==> src/rtl/bis_pkg.sv <==
// Shared types and constants of the bicubic image scaler.
package bis_pkg;

    // Request opcodes
    localparam logic OP_LOAD    = 1'b0;
    localparam logic OP_COMPUTE = 1'b1;

    // Configuration register indexes
    localparam logic [1:0] CFG_SRC_WIDTH  = 2'd0;
    localparam logic [1:0] CFG_SRC_HEIGHT = 2'd1;
    localparam logic [1:0] CFG_SCALE_X    = 2'd2;
    localparam logic [1:0] CFG_SCALE_Y    = 2'd3;

    localparam int SIZE_W  = 10;
    localparam int SCALE_W = 24;
    localparam int DST_W   = 12;
    localparam int POS_W   = DST_W + SCALE_W;   // Q20.16 source position
    localparam int FRAC_W  = 16;
    localparam int INT_W   = POS_W - FRAC_W;
    localparam int TAP_W   = 18;                // kernel distance, Q2.16
    localparam int WGT_W   = 16;                // 1-D weight, signed Q2.14
    localparam int WT_W    = 32;                // tap weight, Q28
    localparam int SUM_W   = 40;

    localparam logic signed [WT_W-1:0] MIN_WSUM = 32'sd268435;

    typedef struct packed {
        logic        opcode;
        logic [8:0]  src_row;
        logic [8:0]  src_col;
        logic [7:0]  pixel_in;
        logic [11:0] dst_row;
        logic [11:0] dst_col;
    } t_in_req;

    typedef struct packed {
        logic [7:0]  pixel_out;
        logic [11:0] out_row;
        logic [11:0] out_col;
        logic        used_fallback;
    } t_out_req;

    // Classified request held in the queue between front and back
    typedef struct packed {
        logic             is_load;
        logic [8:0]       src_row;
        logic [8:0]       src_col;
        logic [7:0]       pixel_in;
        logic [11:0]      dst_row;
        logic [11:0]      dst_col;
        logic [POS_W-1:0] pos_x;
        logic [POS_W-1:0] pos_y;
    } t_job;

    // Tag that travels alongside the kernel pipeline
    typedef struct packed {
        logic       vld;
        logic [2:0] idx;
    } t_ktag;

endpackage

==> src/rtl/bis_front.sv <==
// Front end: accepts requests, drops out-of-range ones, maps position, queues.
module bis_front #(
    parameter int MAX_WIDTH   = 512,
    parameter int MAX_HEIGHT  = 512,
    parameter int MAX_DST_DIM = 4096
) (
    input  logic                        i_clk,
    input  logic                        i_rst_n,
    input  logic                        i_in_valid,
    output logic                        o_in_stall,
    input  bis_pkg::t_in_req            i_in_data,
    input  logic [bis_pkg::SCALE_W-1:0] i_scale_x,
    input  logic [bis_pkg::SCALE_W-1:0] i_scale_y,
    input  logic                        i_pop,
    output logic                        o_job_vld,
    output bis_pkg::t_job               o_job
);
    import bis_pkg::*;

    t_job       r_q [2];
    logic       r_wptr, r_rptr;
    logic [1:0] r_cnt;

    logic accept, keep, push, pop;
    t_job job;

    // Classify: keep in-storage loads and in-range computes
    always_comb begin
        if (i_in_data.opcode == OP_LOAD) begin
            keep = (32'(i_in_data.src_row) < MAX_HEIGHT) && (32'(i_in_data.src_col) < MAX_WIDTH);
        end else begin
            keep = (32'(i_in_data.dst_row) < MAX_DST_DIM) && (32'(i_in_data.dst_col) < MAX_DST_DIM);
        end
        job.is_load  = (i_in_data.opcode == OP_LOAD);
        job.src_row  = i_in_data.src_row;
        job.src_col  = i_in_data.src_col;
        job.pixel_in = i_in_data.pixel_in;
        job.dst_row  = i_in_data.dst_row;
        job.dst_col  = i_in_data.dst_col;
        job.pos_x    = POS_W'(i_in_data.dst_col) * POS_W'(i_scale_x);
        job.pos_y    = POS_W'(i_in_data.dst_row) * POS_W'(i_scale_y);
    end

    assign o_in_stall = (r_cnt == 2'd2);
    assign accept     = i_in_valid && !o_in_stall;
    assign push       = accept && keep;
    assign pop        = i_pop && (r_cnt != 2'd0);

    // Two-entry queue
    always_ff @(posedge i_clk) begin
        if (!i_rst_n) begin
            r_wptr <= 1'b0;
            r_rptr <= 1'b0;
            r_cnt  <= 2'd0;
        end else begin
            if (push) r_wptr <= !r_wptr;
            if (pop)  r_rptr <= !r_rptr;
            r_cnt <= r_cnt + {1'b0, push} - {1'b0, pop};
        end
        if (push) r_q[r_wptr] <= job;
    end

    assign o_job_vld = (r_cnt != 2'd0);
    assign o_job     = r_q[r_rptr];

endmodule

==> config.mk <==
export PLATFORM = sky130hd
export DESIGN_NAME = bis_front
export DESIGN_NICKNAME = d
export VERILOG_FILES = /design/src/rtl/bis_pkg.sv /design/src/rtl/bis_front.sv
export SDC_FILE = /design/constraint.sdc
export NUM_CORES = 2
export LEC_CHECK = 0
export ABC_CLOCK_PERIOD_IN_PS = 6900
export BUFFER_PORTS_ARGS = -buffer_cell sky130_fd_sc_hd__buf_2
export CORE_MARGIN = 1
export CORE_UTILIZATION = 40
export CTS_BUF_LIST = sky130_fd_sc_hd__clkbuf_4
export DETAILED_ROUTE_END_ITERATION = 6
export GPL_TIMING_DRIVEN = 0
export REMOVE_ABC_BUFFERS = 1
export SLEW_MARGIN = 10
export SYNTH_ARGS = -nofsm -noshare
export SYNTH_HDL_FRONTEND = slang
export SYNTH_SLANG_ARGS = --single-unit
==> constraint.sdc <==
create_clock -name i_clk -period 6.9 [get_ports i_clk]
set_clock_uncertainty 0.1 [all_clocks]
set_input_delay 0.345 -clock i_clk [delete_from_list [all_inputs] [get_ports i_clk]]
set_output_delay 0.345 -clock i_clk [all_outputs]
set_load 0.005 [all_outputs]
==> metrics.md <==
| Metric | Value |
|---|---|
| CP Max Fanout | `26` |
| Worst path bufs/invs | `5` |
| IO Pins | `228` |
| Worst-path cell chain | `dlygate4sd3_1 > buf_2 > nand2_1 > fa_1 > fa_1 > fa_1 > inv_1 > fa_1 > inv_1 > fa_1 > inv_1 > ha_1 > a2111oi_0 > o21ai_1 > a31oi_1 > or4_1 > o2111ai_1 > a31oi_2 > o21ai_2 > xnor2_1` |
| Synth area leader | `fa_1` |
| GRT Total Usage | `18.8%` |
| Commonest cells after routing, fill and taps aside | `521 x inv_1, 440 x nand2_1, 440 x fa_1` |
| CP top delay family | `adder cells` |
| CP Data Arrival Time | `6.76 ns` |
| Max-cap viol count | `0` |
| Layout Nets | `3516` |
| Final Power | `16.4 mW` |
| F_max | `0.157 GHz` |
| CTS tree | `built` |
| RSZ-0062 raised after global routing | `false` |
| Critical Path Start Type | `input pin` |
| Fin crit share | `92.5%` |
| Fin. Hold Viols | `0` |
| Worst path max stage delay | `0.59 ns` |
| Clock sinks | `251` |
| Largest net degree at the start of global routing | `52` |
| Post-synth EDFFs | `246` |
| Clock buffer depth | `3` |
| Cell mode on critical path | `fa_1` |
| Vias | `18800` |
| Area of the core | `67000 sq um` |
| First-pass DRT Iterations | `5` |
| Largest family of logic cells by synthesized area | `adder cells` |
| Final setup fails | `0` |
| Clock Latency Late Sink | `0.76 ns` |
| Vias in the first global route | `20700` |
| Compound-cell area share of the yosys netlist | `4.75%` |
| H-tree lvl count | `3` |
| Die height | `262 microns` |
| Final HPWL DP | `47700 microns` |
| HP Class | `in -> reg` |
| Leak Pwr | `14.3 nW` |
| FP Rows | `95` |
| Die width | `262 microns` |
| Reg2reg end | `r_q[0][23]` |
| Post-route setup TNS | `0 ns` |
| Yosys reg bits | `251` |
| Register area share after synthesis | `27.6%` |
| Die area | `68800 sq um` |
| Synthesized area | `27100 sq um` |
| RePlAce Congestion | `0.894` |
| Simple-Gate Fraction of Synth Area | `11.9%` |
| Rel. slew slack | `53.9%` |
| Share of the synthesized area in the top cell type | `32.5%` |
| Req. time, crit path | `7.28 ns` |
| Iter 0 DRT Violations | `857` |
| Syn Inst Count | `2587` |
| Worst-Margin Slew | `0.682 ns` |
| CP Capture Type | `register` |
| DP Area | `29000 sq um` |
| Avg Synthesized Cell Area | `10.5 sq um` |
| Peak VDD IR | `0.344 mV` |
| Final core utilization | `45.6%` |
| Commonest non-fill, non-tap cell in the layout | `inv_1` |
| DRC Markers | `0` |
| Vias per inst | `5.00` |
| Critical path's slowest cell | `fa_1` |
| Fill cells | `6374` |
| WL/cell | `16.6 microns` |
| WS Path Type | `in -> reg` |
| Synth cell types | `54` |
| First-pass GRT wire length | `103000 microns` |
| Post-Synth XOR/XNOR Area | `2.07%` |
| Main synth FF type | `edfxtp_1` |
| PortBufs | `227` |
| Antenna viol nets, final | `0` |
| Max-slew violations | `0` |
| Reg2reg path depth | `5` |
| Post-route cell area | `30600 sq um` |
| Hold path start | `i_scale_y[1]` |
| Initial antenna violation count | `4` |
| Status | `complete, no violations` |
| Synth area leaders | `fa_1 33%, edfxtp_1 27%, inv_1 7.2%, ha_1 6.9%, nand2_1 6.1%` |
| GRT overflow | `0` |
| Hold endpoint | `r_q[0][1]` |
| R2R Path Start | `r_cnt[0]` |
| Synth warnings | `0` |
| Detailed Route WL | `62400 microns` |
| Reg2reg setup slack | `4.90 ns` |
| Hold Path Cell Cnt | `3` |
| P per Cell Area | `535 nW/um^2` |
| Adder-cell share of the synthesized area | `39.4%` |
| Root Buffer | `clkbuf_4` |
| CTS clk-pin slew, worst paths | `0.06 ns` |
| Starting Density | `40.4%` |
| Mux cell area share after synthesis | `5.11%` |
| Final min period | `6.38 ns` |
| Setup bufs post-CTS | `0` |
| Num CTS Buffers | `73` |
| Async SR Flop Fraction | `0%` |
| Layout cells sized above 1 | `17.1%` |
| Syn-to-layout area delta | `12.9%` |
==> cells in the mapped netlist, types with 3 or more instances <==
master and instances:
inv_1 521, fa_1 440, nand2_1 440, edfxtp_1 246
and2_1 177, ha_1 150, clkbuf_1 124, mux2_2 123
a21oi_1 65, xnor2_1 44, a21o_1 33, nor2_1 27
o21ai_0 22, xor2_1 20, nand3_1 15, o21ai_1 13
nand4_1 11, a31oi_1 9, nor2b_1 8, o211ai_1 8
o21a_1 8, o21bai_1 8, buf_1 5, dfxtp_1 5
nand2b_1 5, nor3_1 5, buf_2 4, o31ai_1 4
a211oi_1 3, a21boi_0 3, a21oi_2 3, and3_1 3
o2111ai_1 3, o211a_1 3, or3_1 3
==> how the worst max path moves through the flow <==
stage	start	endpoint	slack (ns)	depth (start not counted)
after CTS	i_in_data[3]	r_q[0][71]	0.60	20
after detailed placement	i_in_data[3]	r_q[1][71]	0.28	19
after global placement	r_cnt[0]	r_q[0][109]	-3.21	3
after floorplan	r_cnt[0]	r_q[0][0]	0.52	3
after global routing	i_in_data[3]	r_q[0][71]	0.21	20
final	i_in_data[3]	r_q[0][71]	0.52	20
==> sequential cells by signal, summed over array words and instances (netlist names), named ones only <==
| register | count |
|---|---|
| r_rptr | 1 |
| r_cnt | 2 |
| r_q | 246 |
| r_wptr | 1 |
==> area by class of cell <==
type | count | area, sq um | share of cell area [%]
clock buffers | 107 | 803 | 2.63
well taps | 873 | 1090 | 3.57
repair buffers | 294 | 1930 | 6.30
multi-input cells | 1681 | 17200 | 56.1
diodes | 3 | 7.51 | 0.0245
inverters | 522 | 1960 | 6.41
clock inverters | 20 | 149 | 0.487
flip-flops and latches | 251 | 7490 | 24.5
==> through the flow <==
| step | std cells | hold slack, ns | setup WS [ns] |
|---|---|---|---|
| after global placement | 3554 | 0.423 | -3.21 |
| after CTS | 3748 | 0.00227 | 0.600 |
| after floorplan | 2454 | 0.344 | 0.517 |
| final | 3751 | 0.147 | 0.518 |
| after detailed placement | 3563 | 0.430 | 0.285 |
| after global routing | 3749 | 0.0942 | 0.213 |
==> metal layers <==
metal	GRT usage [%]	up-vias	wire length (microns)
li1	-	8533	-
met1	21.7	9513	24600
met2	33.7	555	32000
met3	3.52	156	3320
met4	8.17	6	2380
met5	0	-	44
==> cells by family (layout without fill, tap and decap cells) <==
family | after synthesis | after routing
adder cells (fa/ha/maj) | 590 | 590
other | 0 | 3
AO/OA/AOI/OAI | 200 | 200
multiplexers | 123 | 123
XOR/XNOR | 64 | 64
AND/OR/NAND/NOR | 704 | 704
buffers and inverters | 655 | 943
flip-flops | 251 | 251
==> power breakdown <==
| part | leakage (nW) | internal [mW] | switching, mW | total (mW) |
|---|---|---|---|---|
| Sequential | 2.34 | 3.16 | 0.120 | 3.28 |
| Clock | 0.570 | 0.786 | 0.645 | 1.43 |
| Combinational | 11.4 | 4.60 | 7.04 | 11.6 |
| Total | 14.3 | 8.55 | 7.81 | 16.4 |
==> what timing repair did <==
action                                 CTS  global route
gates resized for setup                  0             0
hold buffers                            58             0
endpoints found under the hold margin  121             0
==> worst reg2reg max path, stage by stage (launching register included) <==
cell and delay, ns:
dfxtp_1 0.34, nand2b_1 0.16, nand2_1 0.14, nor2_4 0.42
buf_12 0.27, buf_12 0.24
(Power assumes the default switching activity.)
